File: src/rtl/kee_pkg.sv
// Shared types and constants for the keypad event engine.
// Used by kee_alu, kee_fifo and keypad_event_engine_unit; depends on nothing.
`timescale 1ns / 1ps
`default_nettype none

package kee_pkg;

	localparam int NUM_KEYS   = 16;
	localparam int KEY_W      = $clog2(NUM_KEYS);
	localparam int FIFO_DEPTH = 16;
	localparam int PTR_W      = $clog2(FIFO_DEPTH);
	localparam int QCNT_W     = $clog2(FIFO_DEPTH + 1);
	localparam int CNT_W      = 8;
	localparam int CW_W       = 4;
	localparam int ADDR_W     = 4;

	localparam logic [CNT_W-1:0] LONG_AT       = 8'd20;
	localparam logic [CNT_W-1:0] DOUBLE_WINDOW = 8'd8;

	// Register indexes (byte address / 4).
	localparam logic [1:0] REG_MODE   = 2'd0;
	localparam logic [1:0] REG_THRESH = 2'd1;
	localparam logic [1:0] REG_GAP    = 2'd2;

	typedef enum logic [2:0] {
		EV_PRESS   = 3'd0,
		EV_RELEASE = 3'd1,
		EV_HOLD    = 3'd2,
		EV_LONG    = 3'd3,
		EV_DOUBLE  = 3'd4
	} ev_kind_t;

	typedef enum logic [1:0] {
		PH_IDLE = 2'd0,
		PH_DOWN = 2'd1,
		PH_HOLD = 2'd2
	} ph_t;

	typedef struct packed {
		logic [KEY_W-1:0] key;
		ev_kind_t         kind;
	} ev_t;

	typedef struct packed {
		logic valid;
		ev_t  ev;
	} push_t;

	typedef struct packed {
		logic [CNT_W-1:0] cnt;
		logic             inc;
		logic [CNT_W-1:0] sub;
		logic [CNT_W-1:0] lim;
	} alu_req_t;

	typedef struct packed {
		logic [CNT_W-1:0] sum;
		logic             ge;
	} alu_rsp_t;

	typedef struct packed {
		logic        req_type;
		logic [15:0] raw_keys;
	} req_t;

	typedef struct packed {
		logic [15:0]       keys_now;
		logic              event_valid;
		logic [3:0]        event_key;
		logic [2:0]        event_type;
		logic [QCNT_W-1:0] queue_count;
	} rsp_t;

endpackage

`default_nettype wire

File: src/rtl/kee_alu.sv
// Shared counter unit of the keypad event engine: 8-bit increment followed by a
// signed compare of (count - sub) against a limit. Depends on kee_pkg.
`timescale 1ns / 1ps
`default_nettype none

module kee_alu
	import kee_pkg::*;
(
	input  alu_req_t op,
	output alu_rsp_t res
);

	logic [CNT_W-1:0]  sum;
	logic signed [9:0] diff;

	// The sum wraps at eight bits, the difference is the true signed one.
	assign sum  = op.cnt + {{(CNT_W-1){1'b0}}, op.inc};
	assign diff = $signed({2'b00, sum}) - $signed({2'b00, op.sub});

	assign res.sum = sum;
	assign res.ge  = (diff >= $signed({2'b00, op.lim}));

endmodule

`default_nettype wire

File: src/rtl/kee_fifo.sv
// Event queue of the keypad event engine: a memory with head, tail and count,
// registered read data, full pushes dropped. Depends on kee_pkg.
`timescale 1ns / 1ps
`default_nettype none

module kee_fifo
	import kee_pkg::*;
(
	input  logic              clk,
	input  logic              arst_n,
	input  logic              clear,
	input  push_t             push,
	input  logic              pop,
	output ev_t               rd_data,
	output logic [QCNT_W-1:0] count
);

	ev_t               mem [FIFO_DEPTH];
	ev_t               rd_q;
	logic [PTR_W-1:0]  head_q;
	logic [PTR_W-1:0]  tail_q;
	logic [QCNT_W-1:0] count_q;
	logic              wr_en;
	logic              rd_en;

	assign wr_en = push.valid && (count_q != QCNT_W'(FIFO_DEPTH));
	assign rd_en = pop && (count_q != '0);

	always_ff @(posedge clk) begin
		if (wr_en) begin
			mem[head_q] <= push.ev;
		end
		if (rd_en) begin
			rd_q <= mem[tail_q];
		end
	end

	always_ff @(posedge clk or negedge arst_n) begin
		if (!arst_n) begin
			head_q  <= '0;
			tail_q  <= '0;
			count_q <= '0;
		end else if (clear) begin
			head_q  <= '0;
			tail_q  <= '0;
			count_q <= '0;
		end else begin
			if (wr_en) begin
				head_q <= (head_q == PTR_W'(FIFO_DEPTH - 1)) ? '0 : head_q + PTR_W'(1);
			end
			if (rd_en) begin
				tail_q <= (tail_q == PTR_W'(FIFO_DEPTH - 1)) ? '0 : tail_q + PTR_W'(1);
			end
			if (wr_en && !rd_en) begin
				count_q <= count_q + QCNT_W'(1);
			end else if (rd_en && !wr_en) begin
				count_q <= count_q - QCNT_W'(1);
			end
		end
	end

	assign rd_data = rd_q;
	assign count   = count_q;

endmodule

`default_nettype wire

File: src/rtl/keypad_event_engine_unit.sv
// Top level of the keypad event engine: request/response channels, APB register
// port, per-key state and the key-step sequencer. Depends on kee_pkg, kee_alu, kee_fifo.
`timescale 1ns / 1ps
`default_nettype none

// Keypad event engine. Each request beat is either a scan tick carrying the
// 16 raw key bits (req_type = 0) or a request to pop one event (req_type = 1),
// and each request produces exactly one response beat. In event mode a scan
// tick walks the keys from 0 to 15 and turns edges and held keys into PRESS,
// DOUBLE_CLICK, RELEASE, HOLD and LONG events, which go into a 16-entry queue;
// events that find the queue full are dropped. In simple mode a tick only
// latches the key bits and a pop returns no event. In event mode a scan tick
// takes each of the 16 keys through five steps in one shared increment and
// compare unit before the response is formed; a pop that finds an event
// first reads it from the queue, and other items go straight to forming the
// response. The block takes one request at a time and holds req_stall
// high until the response has been formed; a finished response may wait in
// the output register while the next request is already accepted. Registers
// (APB, always ready): 0x0 event_mode (reset 1), 0x4 hold_threshold (reset 4),
// 0x8 repeat_gap (reset 1). Writing event_mode with a new value clears all
// per-key state and empties the queue. Registers are to be written only while
// the block is idle.
module keypad_event_engine_unit
	import kee_pkg::*;
(
	input  logic              clk,
	input  logic              arst_n,
	input  logic              req_valid,
	output logic              req_stall,
	input  req_t              req_beat,
	output logic              rsp_valid,
	input  logic              rsp_stall,
	output rsp_t              rsp_beat,
	input  logic              psel,
	input  logic              penable,
	input  logic              pwrite,
	input  logic [ADDR_W-1:0] paddr,
	input  logic [31:0]       pwdata,
	output logic [31:0]       prdata,
	output logic              pready
);

	// One-hot sequencer states. In event mode a tick runs EDGE, DOWN, HOLD, LONG
	// and CLICK once per key; a pop that finds an event runs POP; every item ends in DONE.
	typedef enum logic [7:0] {
		ST_IDLE  = 8'b0000_0001,
		ST_EDGE  = 8'b0000_0010,
		ST_DOWN  = 8'b0000_0100,
		ST_HOLD  = 8'b0000_1000,
		ST_LONG  = 8'b0001_0000,
		ST_CLICK = 8'b0010_0000,
		ST_POP   = 8'b0100_0000,
		ST_DONE  = 8'b1000_0000
	} state_t;

	state_t state_q;

	// Configuration registers.
	logic             event_mode_q;
	logic [CNT_W-1:0] hold_thr_q;
	logic [CNT_W-1:0] repeat_gap_q;

	// Per-key state, read and written at the key under work only; a clear resets every key.
	ph_t              key_phase_q    [NUM_KEYS];
	logic             long_sent_q    [NUM_KEYS];
	logic [CNT_W-1:0] down_count_q   [NUM_KEYS];
	logic [CW_W-1:0]  click_window_q [NUM_KEYS];

	// Tick context and the working copy of the current key.
	logic [15:0]      prev_keys_q;
	logic [15:0]      pressed_q;
	logic [15:0]      released_q;
	logic [KEY_W-1:0] key_q;
	ph_t              ph_q;
	logic             ls_q;
	logic [CNT_W-1:0] cnt_q;
	logic [CW_W-1:0]  cw_q;
	logic             pop_hit_q;

	logic             rsp_valid_q;
	rsp_t             rsp_q;

	logic              cfg_wr;
	logic              eng_clear;
	logic              req_acc;
	logic              rsp_free;
	logic              last_key;
	logic              key_pressed;
	logic              key_released;
	ph_t               ph_rd;
	logic [CW_W-1:0]   cw_rd;
	alu_req_t          alu_op;
	alu_rsp_t          alu_res;
	push_t             push;
	logic              pop;
	ev_t               pop_ev;
	logic [QCNT_W-1:0] q_count;

	// ------------------------------------------------------------------
	// Register port. A write completes in the access phase; a new
	// event_mode value wipes the engine state, the key latch stays.
	// ------------------------------------------------------------------
	assign pready    = 1'b1;
	assign cfg_wr    = psel && penable && pwrite && pready;
	assign eng_clear = cfg_wr && (paddr[3:2] == REG_MODE) && (pwdata[0] != event_mode_q);

	always_ff @(posedge clk or negedge arst_n) begin
		if (!arst_n) begin
			event_mode_q <= 1'b1;
			hold_thr_q   <= 8'd4;
			repeat_gap_q <= 8'd1;
		end else if (cfg_wr) begin
			unique case (paddr[3:2])
				REG_MODE:   event_mode_q <= pwdata[0];
				REG_THRESH: hold_thr_q   <= pwdata[CNT_W-1:0];
				REG_GAP:    repeat_gap_q <= pwdata[CNT_W-1:0];
				default:    ;
			endcase
		end
	end

	always_comb begin
		prdata = '0;
		unique case (paddr[3:2])
			REG_MODE:   prdata = {31'd0, event_mode_q};
			REG_THRESH: prdata = {{(32-CNT_W){1'b0}}, hold_thr_q};
			REG_GAP:    prdata = {{(32-CNT_W){1'b0}}, repeat_gap_q};
			default:    prdata = '0;
		endcase
	end

	// ------------------------------------------------------------------
	// Handshakes. Requests are taken only while the sequencer is idle; the
	// response register frees up as soon as its beat is taken.
	// ------------------------------------------------------------------
	assign req_stall = (state_q != ST_IDLE);
	assign req_acc   = req_valid && !req_stall;
	assign rsp_free  = !rsp_valid_q || !rsp_stall;
	assign last_key  = (key_q == KEY_W'(NUM_KEYS - 1));

	assign ph_rd        = key_phase_q[key_q];
	assign cw_rd        = click_window_q[key_q];
	assign key_pressed  = pressed_q[key_q];
	assign key_released = released_q[key_q];

	// ------------------------------------------------------------------
	// Operand selection for the shared increment-and-compare unit. Each
	// step of the key walk asks it exactly one question.
	// ------------------------------------------------------------------
	always_comb begin
		alu_op = '0;
		unique case (state_q)
			ST_EDGE: begin
				// Is the click window already closed (>= 8)?
				alu_op.cnt = {{(CNT_W-CW_W){1'b0}}, cw_rd};
				alu_op.lim = DOUBLE_WINDOW;
			end
			ST_DOWN: begin
				// Count this tick and test it against the hold threshold.
				alu_op.cnt = cnt_q;
				alu_op.inc = 1'b1;
				alu_op.lim = hold_thr_q;
			end
			ST_HOLD: begin
				// Count again; repeat when count - threshold reaches the gap.
				alu_op.cnt = cnt_q;
				alu_op.inc = 1'b1;
				alu_op.sub = hold_thr_q;
				alu_op.lim = repeat_gap_q;
			end
			ST_LONG: begin
				alu_op.cnt = cnt_q;
				alu_op.lim = LONG_AT;
			end
			ST_CLICK: begin
				// Age the click window and close it at eight ticks.
				alu_op.cnt = {{(CNT_W-CW_W){1'b0}}, cw_q};
				alu_op.inc = 1'b1;
				alu_op.lim = DOUBLE_WINDOW;
			end
			default: alu_op = '0;
		endcase
	end

	kee_alu u_alu (
		.op  (alu_op),
		.res (alu_res)
	);

	// ------------------------------------------------------------------
	// Event pushes: at most one per step, so the queue needs one write port.
	// ------------------------------------------------------------------
	always_comb begin
		push.valid   = 1'b0;
		push.ev.key  = key_q;
		push.ev.kind = EV_PRESS;
		unique case (state_q)
			ST_EDGE: begin
				if (key_pressed) begin
					push.valid   = 1'b1;
					push.ev.kind = ((cw_rd != '0) && !alu_res.ge) ? EV_DOUBLE : EV_PRESS;
				end else if (key_released) begin
					push.valid   = 1'b1;
					push.ev.kind = EV_RELEASE;
				end
			end
			ST_DOWN: begin
				push.valid   = (ph_q == PH_DOWN) && alu_res.ge;
				push.ev.kind = EV_HOLD;
			end
			ST_HOLD: begin
				push.valid   = (ph_q == PH_HOLD) && alu_res.ge;
				push.ev.kind = EV_HOLD;
			end
			ST_LONG: begin
				push.valid   = (ph_q == PH_HOLD) && alu_res.ge && !ls_q;
				push.ev.kind = EV_LONG;
			end
			default: push.valid = 1'b0;
		endcase
	end

	assign pop = (state_q == ST_POP);

	kee_fifo u_fifo (
		.clk     (clk),
		.arst_n  (arst_n),
		.clear   (eng_clear),
		.push    (push),
		.pop     (pop),
		.rd_data (pop_ev),
		.count   (q_count)
	);

	// ------------------------------------------------------------------
	// Sequencer and the working copy of the key under work. EDGE loads the
	// stored key state, the next three steps refine it, and CLICK writes it
	// back before moving on to the next key.
	// ------------------------------------------------------------------
	always_ff @(posedge clk or negedge arst_n) begin
		if (!arst_n) begin
			state_q     <= ST_IDLE;
			prev_keys_q <= '0;
			pressed_q   <= '0;
			released_q  <= '0;
			key_q       <= '0;
			ph_q        <= PH_IDLE;
			ls_q        <= 1'b0;
			cnt_q       <= '0;
			cw_q        <= '0;
			pop_hit_q   <= 1'b0;
		end else begin
			unique case (state_q)
				ST_IDLE: begin
					if (req_acc) begin
						if (!req_beat.req_type) begin
							pop_hit_q   <= 1'b0;
							prev_keys_q <= req_beat.raw_keys;
							pressed_q   <= ~prev_keys_q & req_beat.raw_keys;
							released_q  <= prev_keys_q & ~req_beat.raw_keys;
							key_q       <= '0;
							state_q     <= event_mode_q ? ST_EDGE : ST_DONE;
						end else if (event_mode_q && (q_count != '0)) begin
							pop_hit_q <= 1'b1;
							state_q   <= ST_POP;
						end else begin
							pop_hit_q <= 1'b0;
							state_q   <= ST_DONE;
						end
					end
				end
				ST_EDGE: begin
					if (key_pressed) begin
						cw_q  <= ((cw_rd != '0) && !alu_res.ge) ? CW_W'(0) : CW_W'(1);
						ph_q  <= PH_DOWN;
						cnt_q <= '0;
						ls_q  <= 1'b0;
					end else if (key_released) begin
						// A release out of hold leaves the click window as it was.
						cw_q  <= (ph_rd != PH_HOLD) ? CW_W'(1) : cw_rd;
						ph_q  <= PH_IDLE;
						cnt_q <= down_count_q[key_q];
						ls_q  <= long_sent_q[key_q];
					end else begin
						cw_q  <= cw_rd;
						ph_q  <= ph_rd;
						cnt_q <= down_count_q[key_q];
						ls_q  <= long_sent_q[key_q];
					end
					state_q <= ST_DOWN;
				end
				ST_DOWN: begin
					if (ph_q == PH_DOWN) begin
						cnt_q <= alu_res.sum;
						if (alu_res.ge) begin
							ph_q <= PH_HOLD;
						end
					end
					state_q <= ST_HOLD;
				end
				ST_HOLD: begin
					if (ph_q == PH_HOLD) begin
						cnt_q <= alu_res.ge ? hold_thr_q : alu_res.sum;
					end
					state_q <= ST_LONG;
				end
				ST_LONG: begin
					if ((ph_q == PH_HOLD) && alu_res.ge) begin
						ls_q <= 1'b1;
					end
					state_q <= ST_CLICK;
				end
				ST_CLICK: begin
					if (last_key) begin
						state_q <= ST_DONE;
					end else begin
						key_q   <= key_q + KEY_W'(1);
						state_q <= ST_EDGE;
					end
				end
				ST_POP: begin
					state_q <= ST_DONE;
				end
				ST_DONE: begin
					if (rsp_free) begin
						state_q <= ST_IDLE;
					end
				end
				default: state_q <= ST_IDLE;
			endcase
		end
	end

	// The response beat is offered once DONE can load the output register,
	// and withdrawn when it is taken with nothing new behind it.
	always_ff @(posedge clk or negedge arst_n) begin
		if (!arst_n) begin
			rsp_valid_q <= 1'b0;
		end else if ((state_q == ST_DONE) && rsp_free) begin
			rsp_valid_q <= 1'b1;
		end else if (!rsp_stall) begin
			rsp_valid_q <= 1'b0;
		end
	end

	// The click window ages only while the key is up and the window is open.
	logic [CW_W-1:0] cw_next;

	always_comb begin
		cw_next = cw_q;
		if ((ph_q == PH_IDLE) && (cw_q != '0)) begin
			cw_next = alu_res.ge ? CW_W'(0) : alu_res.sum[CW_W-1:0];
		end
	end

	always_ff @(posedge clk or negedge arst_n) begin
		if (!arst_n) begin
			for (int k = 0; k < NUM_KEYS; k++) begin
				key_phase_q[k]    <= PH_IDLE;
				long_sent_q[k]    <= 1'b0;
				down_count_q[k]   <= '0;
				click_window_q[k] <= '0;
			end
		end else if (eng_clear) begin
			for (int k = 0; k < NUM_KEYS; k++) begin
				key_phase_q[k]    <= PH_IDLE;
				long_sent_q[k]    <= 1'b0;
				down_count_q[k]   <= '0;
				click_window_q[k] <= '0;
			end
		end else if (state_q == ST_CLICK) begin
			key_phase_q[key_q]    <= ph_q;
			long_sent_q[key_q]    <= ls_q;
			down_count_q[key_q]   <= cnt_q;
			click_window_q[key_q] <= cw_next;
		end
	end

	// ------------------------------------------------------------------
	// Response register. The queue count has settled by DONE, and a popped
	// entry is already in the queue's read register.
	// ------------------------------------------------------------------
	always_ff @(posedge clk) begin
		if ((state_q == ST_DONE) && rsp_free) begin
			rsp_q.keys_now    <= prev_keys_q;
			rsp_q.event_valid <= pop_hit_q;
			rsp_q.event_key   <= pop_hit_q ? pop_ev.key : 4'd0;
			rsp_q.event_type  <= pop_hit_q ? pop_ev.kind : 3'd0;
			rsp_q.queue_count <= q_count;
		end
	end

	assign rsp_valid = rsp_valid_q;
	assign rsp_beat  = rsp_q;

endmodule

`default_nettype wire
File: config.mk
export PLATFORM = sky130hd
export DESIGN_NAME = keypad_event_engine_unit
export DESIGN_NICKNAME = d
export VERILOG_FILES = /design/src/rtl/kee_pkg.sv /design/src/rtl/kee_alu.sv /design/src/rtl/kee_fifo.sv /design/src/rtl/keypad_event_engine_unit.sv
export SDC_FILE = /design/constraint.sdc
export NUM_CORES = 1
export LEC_CHECK = 0
export ABC_AREA = 1
export BUFFER_PORTS_ARGS = -buffer_cell sky130_fd_sc_hd__buf_4
export CAP_MARGIN = 20
export CORE_MARGIN = 3
export CORE_UTILIZATION = 60
export CTS_CLUSTER_SIZE = 24
export DETAILED_ROUTE_END_ITERATION = 8
export PLACE_DENSITY_LB_ADDON = 0.3
export RECOVER_POWER = 100
export SETUP_SLACK_MARGIN = 0.15
export SLEW_MARGIN = 10
export SYNTH_ARGS = -nofsm -noshare
export SYNTH_HDL_FRONTEND = slang
export SYNTH_SLANG_ARGS = --single-unit
File: constraint.sdc
create_clock -name clk -period 12.05 [get_ports clk]
set_input_delay 1.8075 -clock clk [delete_from_list [all_inputs] [get_ports clk]]
set_output_delay 1.8075 -clock clk [all_outputs]
set_load 0.02 [all_outputs]
==> out/qor.json <==
{
  "run_status": {
    "outcome": "finished with violations",
    "failing_checks": "capacitance limit, slew limit"
  },
  "yosys": {
    "async_reset_ff_share_pct": 70.10,
    "netlist.top_cell.by_area": "sky130_fd_sc_hd__dfrtp_1",
    "synth.yosys.seq_area_share_pct": 56.65,
    "post_synth_edffs": 148,
    "synth_area_per_cell_um2": 9.105,
    "synth.top_cells.by_area": "sky130_fd_sc_hd__dfrtp_1 (37%), sky130_fd_sc_hd__edfxtp_1 (19%), sky130_fd_sc_hd__nand2_1 (9.2%)",
    "warning_count_from_the_yosys_run": 0,
    "synth-main-ff-cell": "sky130_fd_sc_hd__dfrtp_1",
    "synthesis.instances": 2546,
    "yosys.cell_types.count": 60,
    "synth_top_area_share_pct": 37.03,
    "synthesis.area_um2": 23180,
    "flop_and_latch_count_out_of_synthesis": 495
  },
  "power": {
    "internal_power_mw": 3.276,
    "p_comb_share_pct": 30.1,
    "peakVddDrop_mv": 0.1363,
    "swShare_pct": 37.71,
    "power.net_switching_mw": 1.983,
    "clock_power_share_pct": 29.3,
    "share_seq_of_total_power_pct": 40.6,
    "power_per_cell_area_nw_per_um2": 209.4,
    "cellLeakagePower_nw": 11.19
  },
  "grt": {
    "grt.met1_usage_pct": 40.16,
    "global_route.usage.total_pct": 29.81,
    "global_route_wire_length_before_repair_mm": 97.87,
    "groute.layer.met2.usage_pct": 47.87,
    "number_of_global_route_vias_before_repair": 18450,
    "grt_use_met3_pct": 5.323,
    "grt_start_max_net_pins": 171,
    "grt_antenna_before_repair": 0,
    "overflow": 0,
    "grt_most_used_layer": "met2"
  },
  "worst_setup_path": {
    "critPathKind": "reg2reg",
    "cpPeakStageDelay_ns": 1.24,
    "worst_path_max_delay_cell": "sky130_fd_sc_hd__dfrtp_1",
    "path_max_fanout": 65,
    "worst_ep_arrival_time_ns": 9.80,
    "worst_path_dominant_cell_family": "simple AND/OR/NAND/NOR gates",
    "crit_path_end_kind": "register",
    "regToRegStartpoint": "key_q[0]",
    "timing.critical_path.from": "key_q[0]",
    "path_common_cell": "sky130_fd_sc_hd__nand2_1",
    "timing.critical_path.required_ns": 12.25,
    "critPathBufInv": 8,
    "startpoint_type": "register"
  },
  "routing": {
    "per_cell_routed_wire_length_um": 19.86,
    "antenna_violating_nets_post_route": 0,
    "drt_pre_antenna_iters": 7,
    "detail_route.drc_violations": 0,
    "drt_wl_total_mm": 61.56,
    "dr.first_iter.drc_count": 2046,
    "via_count": 18720,
    "vias_per_cell": 6.037
  },
  "clock_network": {
    "cts_tree": "built",
    "cts-root-to-sink-buffers": 3,
    "clk-insertion-delay-late_ns": 0.57,
    "clockRootBuffer": "sky130_fd_sc_hd__clkbuf_16",
    "cts_hold_buf": 0,
    "cts.clk_slew.worst_paths_ns": 0.06,
    "cts_max_level": 2,
    "cts_num_sinks": 495,
    "cts_inserted_buffers": 49,
    "postCtsSetupRepairBufs": 0,
    "post_cts.resized_instances": 0
  },
  "sta": {
    "setup_violations": 0,
    "max_slew.worst_pin.slew_ns": 5.546,
    "clock-skew-final_ns": 0.009765,
    "timing.slew.headroom_pct": -269.7,
    "period_minus_slack_ns": 9.598,
    "hold_slack_ns": 0.4803,
    "timing_max_transition_violations_final": 421,
    "timing.setup.tns_ns": 0,
    "unrepaired_setup_endpoints_after_global_routing": "false",
    "clock.fmax_mhz": 104.2,
    "hold_viol": 0,
    "period_share_pct": 79.65
  },
  "die": {
    "die_width_um": 202.6,
    "floorplan.die.height_um": 202.6,
    "core_footprint_um2": 37840,
    "floorplan.io_pins": 124,
    "rows": 71,
    "initial_standard_cell_utilization_of_the_core_pct": 61.26,
    "die_area_um2": 41030
  },
  "cells_and_area": {
    "mostFrequentLayoutCells": "sky130_fd_sc_hd__nand2_1 (573), sky130_fd_sc_hd__dfrtp_1 (343), sky130_fd_sc_hd__o21ai_0 (321)",
    "non_filler_instances": 3100,
    "nets": 2641,
    "diodes": 0,
    "layout-drive-gt1-share_pct": 6.219,
    "syn_to_final_growth_pct": 8.349,
    "most_common_cell_after_layout_fill_and_taps_aside": "sky130_fd_sc_hd__nand2_1"
  },
  "place": {
    "place_inst": 3007,
    "placement.io_buffers": 72,
    "detailedPlacementHpwl_mm": 38.84,
    "place.gp.congestion": 0.8910
  },
  "min_path": {
    "holdCritStartpoint": "key_phase_q[1]",
    "hold_class": "reg2reg"
  },
  "job": {
    "max_cap_violations": 10
  }
}
Yosys cell counts, types with 6 or more instances:
cell type                    n
sky130_fd_sc_hd__o21ai_2    10
sky130_fd_sc_hd__o21ai_1    40
sky130_fd_sc_hd__o22ai_1   135
sky130_fd_sc_hd__nand3_1    59
sky130_fd_sc_hd__edfxtp_1  148
sky130_fd_sc_hd__inv_1     261
sky130_fd_sc_hd__nand2_2    11
sky130_fd_sc_hd__buf_4      33
sky130_fd_sc_hd__xor2_1      9
sky130_fd_sc_hd__o21ai_0   297
sky130_fd_sc_hd__a221oi_1    9
sky130_fd_sc_hd__clkbuf_1   75
sky130_fd_sc_hd__nand4_1    26
sky130_fd_sc_hd__o211ai_1   11
sky130_fd_sc_hd__o221ai_1    7
sky130_fd_sc_hd__buf_1      11
sky130_fd_sc_hd__ha_1       31
sky130_fd_sc_hd__nand2_1   566
sky130_fd_sc_hd__nand3b_1   31
sky130_fd_sc_hd__nor4_1      6
sky130_fd_sc_hd__buf_6       7
sky130_fd_sc_hd__nor3_1      8
sky130_fd_sc_hd__a21oi_1   164
sky130_fd_sc_hd__dfrtp_1   343
sky130_fd_sc_hd__buf_2      40
sky130_fd_sc_hd__inv_2      10
sky130_fd_sc_hd__nor2_1    131
worst reg2reg max path, delay by kind of cell, from the launching register on:
family,cells,cell delay [ns]
buf+inv,8,2.65
simple gates,15,2.62
fa+ha+maj,4,1.28
flops,1,1.24
compound gates,7,1.11
xor+xnor,2,0.30
area by class of cell:
| type | instances | area [um2] |
|---|---|---|
| clock buffer | 76 | 1480 |
| clock inverter | 16 | 152.6 |
| fill | 3017 | 12730 |
| inverter | 276 | 1039 |
| multi-input combinational | 1632 | 8140 |
| sequential | 495 | 13130 |
| tap | 511 | 639.4 |
| timing repair buffer | 94 | 534.3 |
kinds of logic after synthesis:
logic type                 synth area share (%)
buffers and inverters                     8.144
and+or+nand+nor                           15.79
xor gates and xnor gates                 0.5289
adders and majority gates                 1.846
other                                   0.03240
DFF                                       56.65
AOI/OAI and AO/OA                         17.01
final timing paths:
check | to | slack (ns) | cells after the start
setup / recovery | u_fifo.mem[15][2] | 2.45 | 36
hold / removal | key_phase_q[1] | 0.48 | 2
setup reg to reg | u_fifo.mem[15][2] | 2.45 | 36
hold reg to reg | key_phase_q[1] | 0.48 | 2
max in group asynchronous | down_count_q[93] | 3.04 | 2
min in group asynchronous | prev_keys_q[9] | 3.23 | 1
metrics by stage:
step	util, %	power (mW)	instance area [um2]	setup WS (ns)
detailed placement	62.95	3.737	23820	4.025
CTS	67.26	5.273	25450	4.040
floorplan	-	3.214	23270	6.208
finish	66.37	5.259	25120	2.452
global placement	62.92	3.690	23810	4.170
global route	66.37	5.509	25120	1.637
flip-flops by register name (all words and copies together), names as in the netlist, 16 cells and up:
signal / cells
long_sent_q: 16
u_fifo.mem: 112
prev_keys_q: 16
key_phase_q: 32
pressed_q: 16
down_count_q: 128
rsp_beat: 29
click_window_q: 64
released_q: 16
power by group through the flow:
stage | sequential (mW) | combinational [mW] | clock, mW
final | 2.13 | 1.58 | 1.54
after global routing | 2.16 | 1.73 | 1.62
after CTS | 2.13 | 1.59 | 1.55
after detailed placement | 2.16 | 1.58 | 0
after global placement | 2.15 | 1.54 | 0
after floorplan | 2.11 | 1.11 | 0
per-layer routing:
metal,share of wire (%),vias to the layer above
li1,-,8553
met1,40,8985
met2,47,968
met3,9.0,210
met4,4.6,0
met5,0,-
(Power assumes the default switching activity.)
